`src/rtl/itoa_pkg.sv`:
```
// Shared types, constants and helpers for the radix-to-ASCII converter.
`default_nettype none
package itoa_pkg;

    // Number of hex digits printed in the fixed-width hex mode.
    localparam int HEX_DIGITS = 8;
    // Longest character sequence that one number can produce.
    localparam int MAX_CHARS  = 12;
    // Decimal digits needed for a 32-bit magnitude.
    localparam int NUM_DEC    = 10;
    // Digit count actually emitted in fixed hex mode, held to 1..MAX_CHARS.
    localparam int HEX_COUNT  = (HEX_DIGITS > MAX_CHARS) ? MAX_CHARS :
                                (HEX_DIGITS < 1) ? 1 : HEX_DIGITS;

    localparam logic [1:0] MODE_DEC     = 2'd0;
    localparam logic [1:0] MODE_OCT     = 2'd1;
    localparam logic [1:0] MODE_HEX_MIN = 2'd2;
    localparam logic [1:0] MODE_HEX_FIX = 2'd3;

    localparam logic [7:0] CHAR_MINUS = 8'h2D;
    localparam logic [7:0] CHAR_ZERO  = 8'h30;
    localparam logic [7:0] CHAR_ALPHA = 8'h37;

    // Reciprocal of ten for the multiply-and-shift divide.
    localparam logic [31:0] RECIP_TEN = 32'hCCCC_CCCD;

    // One number as it moves down the pipeline.
    typedef struct packed {
        logic [31:0]             raw;
        logic [1:0]              mode;
        logic                    neg;
        logic [31:0]             mag;
        logic [31:0]             quo;
        logic [NUM_DEC-1:0][3:0] dig;
    } t_item;

    // Map a digit value to its uppercase ASCII character.
    function automatic logic [7:0] digit_char(input logic [3:0] d);
        logic [7:0] c;
        if (d < 4'd10) begin
            c = CHAR_ZERO + {4'd0, d};
        end else begin
            c = CHAR_ALPHA + {4'd0, d};
        end
        return c;
    endfunction

endpackage
`default_nettype wire

```
`src/rtl/itoa_out.sv`:
```
// Formats the digits of one number and sends them out one character a cycle while the receiver is ready.
`default_nettype none
module itoa_out (
    input  wire logic            i_clk,
    input  wire logic            i_rst_n,
    input  wire logic            i_valid,
    output logic                 o_ready,
    input  wire itoa_pkg::t_item i_item,
    output logic                 o_valid,
    input  wire logic            i_ready,
    output logic [7:0]           o_char_out,
    output logic                 o_last
);
    import itoa_pkg::*;

    logic                      r_v;
    logic [MAX_CHARS-1:0][3:0] r_d;
    logic [3:0]                r_idx;
    logic                      r_sign;

    logic [MAX_CHARS-1:0][3:0] n_d;
    logic [3:0]                n_idx;
    logic                      n_sign;
    logic [32:0]               mag33;
    logic [47:0]               ext;
    logic                      fire;

    // Build the digit list, least significant first, and the index of its top digit.
    always_comb begin
        mag33 = {1'b0, i_item.mag};
        ext   = {{16{i_item.raw[31]}}, i_item.raw};
        n_d   = '0;
        case (i_item.mode)
            MODE_DEC: begin
                for (int i = 0; i < NUM_DEC; i++) begin
                    n_d[i] = i_item.dig[i];
                end
            end
            MODE_OCT: begin
                for (int i = 0; i < 11; i++) begin
                    n_d[i] = {1'b0, mag33[3*i +: 3]};
                end
            end
            MODE_HEX_MIN: begin
                for (int i = 0; i < 8; i++) begin
                    n_d[i] = i_item.mag[4*i +: 4];
                end
            end
            default: begin
                for (int i = 0; i < MAX_CHARS; i++) begin
                    n_d[i] = ext[4*i +: 4];
                end
            end
        endcase
        n_idx = 4'd0;
        for (int i = 1; i < MAX_CHARS; i++) begin
            if (n_d[i] != 4'd0) begin
                n_idx = 4'(i);
            end
        end
        if (i_item.mode == MODE_HEX_FIX) begin
            n_idx = 4'(HEX_COUNT - 1);
        end
        n_sign = i_item.neg;
    end

    assign o_valid    = r_v;
    assign o_last     = !r_sign && (r_idx == 4'd0);
    assign o_char_out = r_sign ? CHAR_MINUS : digit_char(r_d[r_idx]);
    assign fire       = r_v && i_ready;
    assign o_ready    = !r_v || (i_ready && o_last);

    // Character counter: sign first, then digits from the top down.
    always_ff @(posedge i_clk) begin
        if (!i_rst_n) begin
            r_v <= 1'b0;
        end else if (o_ready) begin
            r_v <= i_valid;
        end
        if (o_ready && i_valid) begin
            r_d    <= n_d;
            r_idx  <= n_idx;
            r_sign <= n_sign;
        end else if (fire) begin
            if (r_sign) begin
                r_sign <= 1'b0;
            end else if (r_idx != 4'd0) begin
                r_idx <= r_idx - 4'd1;
            end
        end
    end

endmodule
`default_nettype wire

```
`config.mk`:
```
export PLATFORM = sky130hd
export DESIGN_NAME = itoa_out
export DESIGN_NICKNAME = d
export VERILOG_FILES = /design/src/rtl/itoa_pkg.sv /design/src/rtl/itoa_out.sv
export SDC_FILE = /design/constraint.sdc
export NUM_CORES = 1
export LEC_CHECK = 0
export BUFFER_PORTS_ARGS = -buffer_cell sky130_fd_sc_hd__clkbuf_2
export CAP_MARGIN = 25
export CORE_MARGIN = 10
export CORE_UTILIZATION = 44
export CTS_CLUSTER_DIAMETER = 100
export DETAILED_ROUTE_END_ITERATION = 8
export GPL_TIMING_DRIVEN = 1
export PLACE_DENSITY_LB_ADDON = 0.08
export SETUP_SLACK_MARGIN = 0.1
export SYNTH_ARGS = -nofsm -noshare
export SYNTH_HDL_FRONTEND = slang
export SYNTH_SLANG_ARGS = --single-unit
```
`constraint.sdc`:
```
create_clock -name i_clk -period 3.7 [get_ports i_clk]
set_input_delay 0.37 -clock i_clk [delete_from_list [all_inputs] [get_ports i_clk]]
set_output_delay 0.37 -clock i_clk [all_outputs]
set_load 0.02 [all_outputs]
```
Word-level counts from Yosys, hierarchy flattened
Cells that the tools add are included.

Bits in registers: 54. Latch bits: 0. RAM bits: 0. Bits in read-only memories: 0. Bits of input ports: 143. Output and inout bits: 11. Logic and storage cells: 76. Memories kept: 0.

Add/subtract/negate cells: 3. Multiply operators: 0. Divide/modulo/power cells: 0. Magnitude comparators: 2. Equality and inequality tests: 4. Shift operators: 0. Muxes and demuxes: 26. Bitwise logic cells: 0. Reduce and logical (&&, ||, !) cells: 26.

Operators by type and width (count): $pmux W32 S3 (1); $mux W4 (17); $reduce_bool A4 Y1 (12); $pmux W8 S3 (1); $bmux W4 S4 (1); $add A6 B4 Y7 const A (2); $mux W8 (1); $pmux W4 S2 (1); $mux W7 (1); $lt A4 B5 Y1 const B (1); $eq A2 B2 Y1 const B (2); $logic_and A1 B1 Y1 (4); $logic_not A4 Y1 (1); $lt A4 B4 Y1 const B (1); $reduce_bool A2 Y1 (2); $sub A4 B1 Y4 const B (1); $mux W1 (3); $reduce_and A3 Y1 (1); $reduce_or A3 Y1 (1); $eq A2 B1 Y1 const B (1); $logic_not A1 Y1 (2); $logic_not A2 Y1 (1); $ne A2 B1 Y1 const B (1); $reduce_or A2 Y1 (1); $logic_or A1 B1 Y1 (1).

Depth between registers and ports, before layout
Gate-level depths: netlist of run 1.

Depth after elaboration: 16. Gate-level depth with buffers: 10. Gate-level depth less buffers: 7.

Worst setup path before layout of run 1
No wires, ideal clock.

Path type: reg2reg. From: register r_idx[0]. To: register r_idx[0] (enable). Setup time: 310 ps. Arrival time: 3635 ps. Data required time: 3390 ps. Path slack: -244 ps. Cell stages (with the launch flop): 10. Path through: edfxtp_1 > buf_2 > buf_2 > inv_1 > ha_1 > nor4b_2 > a21bo_2 > and2_1 > clkbuf_1 > o21a_1.

Cells in the longest elaborated chain, start to end: 7. Elaborated cells on any way between the ends: 10.

Ends and longest elaborated chain: start, declared (RTL line itoa_out.sv:18) `logic [3:0] r_idx;`; start signal, assigned (RTL line itoa_out.sv:82) `r_idx <= n_idx;`; start signal, assigned (RTL line itoa_out.sv:88) `r_idx <= r_idx - 4'd1;`; $logic_not A4 Y1 * (RTL line itoa_out.sv:68) `assign o_last = !r_sign && (r_idx == 4'd0);`; $logic_and A1 B1 Y1 * (RTL line itoa_out.sv:68); via o_last (RTL line itoa_out.sv:12) `output logic o_last`; $logic_and A1 B1 Y1 * (RTL line itoa_out.sv:71) `assign o_ready = !r_v || (i_ready && o_last);`; $logic_or A1 B1 Y1 * (RTL line itoa_out.sv:71); via o_ready (RTL line itoa_out.sv:7) `output logic o_ready,`; $logic_and A1 B1 Y1 * (RTL line itoa_out.sv:80) `if (o_ready && i_valid) begin`; $ne A2 B1 Y1 (no source line) or $reduce_bool A2 Y1 (tied branches); $reduce_and A3 Y1 (no source line) *.

Mark *: on every way through the listed nets, which the timed path passes. The rest lies on a longest branch. A chain may end at the register's enable or synchronous reset.

Final worst setup path of run 1
From: register r_idx[1]. To: output o_char_out[4].

Cells in the longest elaborated chain, start to end: 5. Elaborated cells on any way between the ends: 7.

Ends and longest elaborated chain: $bmux W4 S4 * (RTL line itoa_out.sv:69) `assign o_char_out = r_sign ? CHAR_MINUS : digit_char(r_d[r_idx]);`; $mux W4 (implied by the code) * (RTL line itoa_out.sv:69); $add A6 B4 Y7, or another cell as far along (RTL line itoa_pkg.sv:43) `c = CHAR_ALPHA + {4'd0, d};`; $mux W7 * (RTL line itoa_pkg.sv:40) `if (d < 4'd10) begin`; $mux W8 * (RTL line itoa_out.sv:69); end, declared (RTL line itoa_out.sv:11) `output logic [7:0] o_char_out,`.

Mark *: on every way between the ends. The rest lies on a longest branch, timed or not. The select of a mux whose other input is x is not followed.

==> flow_summary_export.csv, run 1 <==
group,metric,value,unit
timing,rsz0062_at_grt,"no",
clock_network,postCtsHoldBufs,0,
drt,wl_per_cell,19.4,µm
critical_path,critical_path.startpoint_type,"flip-flop",
place,gp_congestion,0.813,
logic_synthesis,synth_top_area_share,42.2,%
clock_network,clk_pin_slew,0.09,ns
clock_network,clk_latency,0.30,ns
clock_network,cts_tree,"yes",
grt,grt_max_degree,28,
timing,slew_viol_final,0,
logic_synthesis,syn_avg_cell_area,13.8,µm²
clock_network,cts_max_path_buffers,2,
floorplanning,num_io_pins,154,
logic_synthesis,synth.most_common_cell,"edfxtp_1",
run,max_cap_viol_count,0,
pwr,p_leak,1.80,nW
pwr,p_per_area,351,nW/µm²
logic_synthesis,yosysSeqAreaShare,42.8,%
critical_path,path_max_fanout,14,
clock_network,root_buffer,"clkbuf_8",
drt,drtIter0Drc,130,
clock_network,clock-sinks,50,
critical_path,worst_ep_required_time,3.33,ns
pwr,max-vdd-ir-drop,0.000156,V
timing,maxSlewHeadroom,55.1,%
clock_network,post_cts_buffers,0,
logic_synthesis,synthTopCellsByCount,"edfxtp_1, mux4_2, nand2_1",
floorplanning,dieHeight,109,µm
timing,fin_crit_sh,82.6,%
grt,overflow,0,
drt,viasPerCell,5.56,
critical_path,arrival,2.69,ns
critical_path,crit_type,"flip-flop to output pin",
critical_path,worstSetupEndpointType,"output pin",
finish,final_cells,473,
run_status,status,"complete, no violations",
drt,drtAntennaViolNets,0,
grt,grt_antenna_before_repair,0,
logic_synthesis,syn-num-nets,399,
logic_synthesis,synth-edff-count,49,
drt,routed_wl,9.16,mm
drt,dr.pass1.iters,4,
worst_hold_path,hold_class,"input pin to flip-flop",
timing,setup_viol,0,
logic_synthesis,syn_area,3490,µm²
finish,syn_to_final_growth,22.1,%
timing,hold_viol,0,
timing,tightest_slew,0.673,ns
logic_synthesis,synth_warnings,0,
clock_network,postCtsResizedCells,0,
timing,timing.fmax,327,MHz
drt,drcViolationCount,0,
clock_network,cts-htree-levels,2,
grt,grt_usage,15.5,%
finish,final_nets,516,
place,dp.cells,461,
logic_synthesis,netlist_instances,253,
timing,tns,0,ns
logic_synthesis,synth_top_area_cell,"edfxtp_1",
timing,post-route-min-period,3.06,ns
finish,antenna_cells,0,
clock_network,cts_made_buffers,5,
logic_synthesis,ys_ff_latch,50,
place,io_buffer_count,120,
drt,vias,2629,
logic_synthesis,async_flop_share,0,%
grt,grt_pass1_vias,2827,
floorplanning,die_area,11900,µm²
finish,layout-drive-gt1-share,46.4,%
logic_synthesis,synth_ff_type,"edfxtp_1",
floorplanning,initial_core_util,45.1,%
floorplanning,die_w,109,µm
timing,skew,0.0131,ns
grt,grt_pass1_wl,14.3,mm
place,hpwl,7.84,mm
logic_synthesis,synth_area_leaders,"edfxtp_1, mux4_2, mux4_1, mux2i_1, nand2_1",
floorplanning,core_area,7730,µm²
floorplanning,rows,32,
timing,fin_hold_ws,0.293,ns
logic_synthesis,synth.distinct_cells,52,
[worst paths after layout]
path / start / endpoint / slack (ns) / cells after the start
worst max-delay path: r_idx[1]$_DFFE_PP_ / o_char_out[4] / 0.64 / 7
worst min-delay path: i_rst_n / o_valid$_SDFFE_PN0N_ / 0.29 / 2
worst max register to register: r_idx[1]$_DFFE_PP_ / r_d[39]$_DFFE_PP_ / 1.04 / 6
worst min register to register: o_valid$_SDFFE_PN0N_ / r_sign$_SDFFCE_PN0P_ / 0.67 / 2
[cell type report]
cell class | instances | area [µm²]
Sequential cell | 50 | 1490
Clock inverter | 2 | 37.5
Fill cell | 677 | 3470
Multi-Input combinational cell | 175 | 1820
Tap cell | 102 | 128
Inverter | 7 | 26.3
Clock buffer | 6 | 72.6
Timing Repair Buffer | 131 | 683
[critical path: stages, from the launching register on]
cell       delay [ns]
edfxtp_1         0.77
mux4_2           0.42
mux2i_1          0.19
a2bb2oi_1        0.30
ha_1             0.25
nand4_1          0.11
a21oi_1          0.16
clkbuf_2         0.19
[power by group]
part	switching (mW)	internal [mW]	leakage, nW
Sequential	0.0251	0.679	0.480
Combinational	0.212	0.206	1.27
Clock	0.171	0.202	0.0514
Total	0.408	1.09	1.80
[per-stage QoR]
stage / total power [mW] / utilization, % / cell area [µm²] / worst slack, ns
finish: 1.49 / 55.1 / 4260 / 0.644
floorplan: 0.994 / - / 3490 / 0.487
global placement: 1.13 / 53.3 / 4120 / 0.593
detailed placement: 1.13 / 53.3 / 4120 / 0.592
CTS: 1.50 / 54.7 / 4230 / 0.242
global route: 1.58 / 55.1 / 4260 / 0.469
[cell usage in the layout (no fill, tap or decap), drive strengths merged, types with 2 or more instances in the layout]
cell type / instances
clkbuf: 126
edfxtp: 49
mux4: 33
nand2: 19
mux2i: 14
nor2: 12
buf: 11
a21oi: 9
inv: 7
o2bb2ai: 7
nor2b: 7
mux2: 6
a211oi: 6
a22o: 5
nand4: 5
a221oi: 4
o21ai: 3
nor4b: 3
a31oi: 3
nor3: 3
ha: 3
and2: 3
a22oi: 2
nand2b: 2
a21o: 2
nand3: 2
o2111ai: 2
o21a: 2
and3: 2
o21bai: 2
or2: 2
[registers in the layout, summed over array words and instances, names as in the netlist]
name,count
o_valid,1
r_sign,1
r_d,44
r_idx,4
[layer usage]
metal | vias to the layer above | share of wire (%) | track usage, %
met5 | - | 0 | 0
met4 | 0 | 1.2 | 4.90
met3 | 6 | 9.0 | 5.01
met2 | 113 | 46 | 23.7
met1 | 1237 | 44 | 20.4
li1 | 1273 | - | -
[cells by family (layout without fill, tap and decap cells)]
| group | count (synthesis) | after routing | synth area share [%] |
|---|---|---|---|
| other cells | 1 | 1 | 0.108 |
| simple gates | 63 | 63 | 10.0 |
| xor+xnor | 2 | 2 | 0.502 |
| fa+ha+maj | 3 | 3 | 1.08 |
| mux | 53 | 53 | 28.7 |
| buf+inv | 28 | 146 | 5.06 |
| flops | 50 | 50 | 42.8 |
| compound gates | 53 | 53 | 11.8 |
(Power assumes the default switching activity.)
==> run 2, diff against run 1 <==
==> constraint.sdc (replaced) <==
create_clock -name i_clk -period 2.7 [get_ports i_clk]
set_input_delay 0.27 -clock i_clk [delete_from_list [all_inputs] [get_ports i_clk]]
set_output_delay 0.27 -clock i_clk [all_outputs]
set_load 0.02 [all_outputs]
==> run 2 against run 1 <==
Effect of this change: via count is 4.1% higher; sequential power is 37% higher; sequential share of layout area is 1.8 points lower; clock power is 9.7% higher; register-to-register slack worse by 0.75 ns; flip-flop and latch count stayed put; worst hold slack worse by 0.097 ns; largest power group unchanged.
==> flow_summary_export.csv, run 2 (same netlist as run 1, synthesis figures left out) <==
group,metric,value,unit
worst_hold_path,min_from,"i_rst_n",
place,gp_congestion,0.829,
finish,final_common_cell,"clkbuf_2",
floorplanning,die_w,109,µm
timing,slew_viol_final,0,
drt,drtIter0Drc,135,
finish,layout-drive-gt1-share,51.3,%
floorplanning,die_area,11900,µm²
timing,fin_crit_sh,98.4,%
pwr,p_per_area,461,nW/µm²
drt,viasPerCell,5.61,
finish,final_cells,488,
critical_path,crit_type,"flip-flop to output pin",
grt,grt_pass1_vias,3016,
timing,hold_viol,0,
critical_path,critical_path.startpoint,"r_idx[0]$_DFFE_PP_",
critical_path,critical_path.startpoint_type,"flip-flop",
finish,syn_to_final_growth,28.7,%
floorplanning,dieHeight,109,µm
finish,fill_cells,648,
finish,multi_input_area,1920,µm²
clock_network,postCtsHoldBufs,0,
timing,post-route-min-period,2.66,ns
finish,final_nets,531,
finish,final_cell_mix,"clkbuf_2, edfxtp_1, buf_4, mux4_2, nand2_1",
place,io_buffer_count,120,
critical_path,worst_ep_required_time,2.43,ns
run_status,status,"complete, no violations",
grt,overflow,0,
finish,antenna_cells,0,
drt,met3_length,696,µm
finish,regArea,1490,µm²
critical_path,arrival,2.39,ns
drt,drtAntennaViolNets,0,
timing,setup_viol,0,
drt,wl_per_cell,19.7,µm
place,dp.cells,469,
timing,fin_hold_ws,0.196,ns
drt,dr.pass1.iters,4,
floorplanning,initial_core_util,45.1,%
worst_hold_path,hold_class,"input pin to flip-flop",
grt,grt_pass1_wl,15.1,mm
grt,grt_max_degree,22,
timing,timing.fmax,376,MHz
critical_path,worstSetupEndpointType,"output pin",
timing,tightest_slew,0.571,ns
clock_network,clock-sinks,50,
finish,largest_register_ffs,44,
clock_network,clk_pin_slew,0.09,ns
timing,maxSlewHeadroom,62.0,%
floorplanning,num_io_pins,154,
grt,grt_usage,16.1,%
finish,regMostFlops,"r_d",
clock_network,clk_latency,0.30,ns
drt,routed_wl,9.61,mm
floorplanning,rows,32,
clock_network,cts_tree,"yes",
clock_network,cts-htree-levels,2,
clock_network,cts_max_path_buffers,2,
drt,drcViolationCount,0,
pwr,p_leak,1.90,nW
critical_path,path_max_fanout,4,
clock_network,cts_made_buffers,5,
finish,reg.largest.list,"r_d (44), r_idx (4)",
run,max_cap_viol_count,0,
clock_network,root_buffer,"clkbuf_8",
pwr,max-vdd-ir-drop,0.000190,V
place,hpwl,8.16,mm
floorplanning,core_area,7730,µm²
timing,rsz0062_at_grt,"yes",
drt,m1WireLength,4.27,mm
critical_path,r2r_start,"r_idx[1]$_DFFE_PP_",
grt,grt_antenna_before_repair,0,
drt,wl_met2,4.51,mm
timing,skew,0.00909,ns
drt,vias,2737,
drt,routed.top_layer,"met4",
run 2: cell types whose count changed in the layout (fill, tap and decap cells not counted), sizes merged:
cell	previous run	this run
buf	11	31
bufinv	1	0
clkinv	0	2
clkbuf	126	121
clkinvlp	1	0
run 2: final cells by class:
class,instances,area share [%]
clock buffer,6,1.62
clock inverter,2,0.195
inverter,7,0.585
multi-input combinational,175,42.7
sequential,50,33.2
tap,102,2.84
timing repair buffer,146,18.9
run 2: final timing paths:
| kind | slack (ns) | end | cells past startpoint |
|---|---|---|---|
| hold reg to reg | 0.68 | r_sign$_SDFFCE_PN0P_ | 2 |
| hold / removal | 0.20 | o_valid$_SDFFE_PN0N_ | 2 |
| setup reg to reg | 0.29 | r_d[35]$_DFFE_PP_ | 8 |
| setup / recovery | 0.04 | o_char_out[6] | 8 |
run 2: power breakdown:
part | leakage [nW] | internal (mW) | switching, mW | total [mW]
clock network | 0.0426 | 0.178 | 0.229 | 0.408
logic | 1.38 | 0.363 | 0.334 | 0.697
registers | 0.480 | 0.930 | 0.0328 | 0.963
run 2: what timing repair did:
action	4_1_cts	5_1_grt
setup endpoints to repair	5	7
buffers inserted	7	4
pin swaps	4	3
resized for setup	11	18
hold endpoints to repair	0	0
run 2: worst max-delay path: stages, from the launching register on:
cell       delay [ns]
edfxtp_1         0.41
buf_6            0.14
mux4_2           0.53
mux2i_4          0.22
a2bb2oi_4        0.19
ha_4             0.16
nand4_1          0.10
and3b_1          0.21
buf_6            0.13
run 2: per-layer routing:
layer / up-vias / track usage, %
met4: 0 / 4.24
met5: - / 0
met1: 1297 / 21.2
met3: 10 / 4.54
met2: 114 / 25.4
li1: 1316 / -
run 2: metrics by stage:
stage | setup TNS, ns | worst slack [ns] | power (mW) | util [%] | cell area (µm²)
after floorplan | 0 | 0.109 | 1.37 | - | 3520
after global placement | 0 | 0.181 | 1.57 | 54.5 | 4210
after detailed placement | 0 | 0.140 | 1.59 | 54.5 | 4210
after CTS | -0.118 | -0.0457 | 2.04 | 57.0 | 4400
after global routing | -0.260 | -0.115 | 2.18 | 58.1 | 4490
final | 0 | 0.0421 | 2.07 | 58.1 | 4490
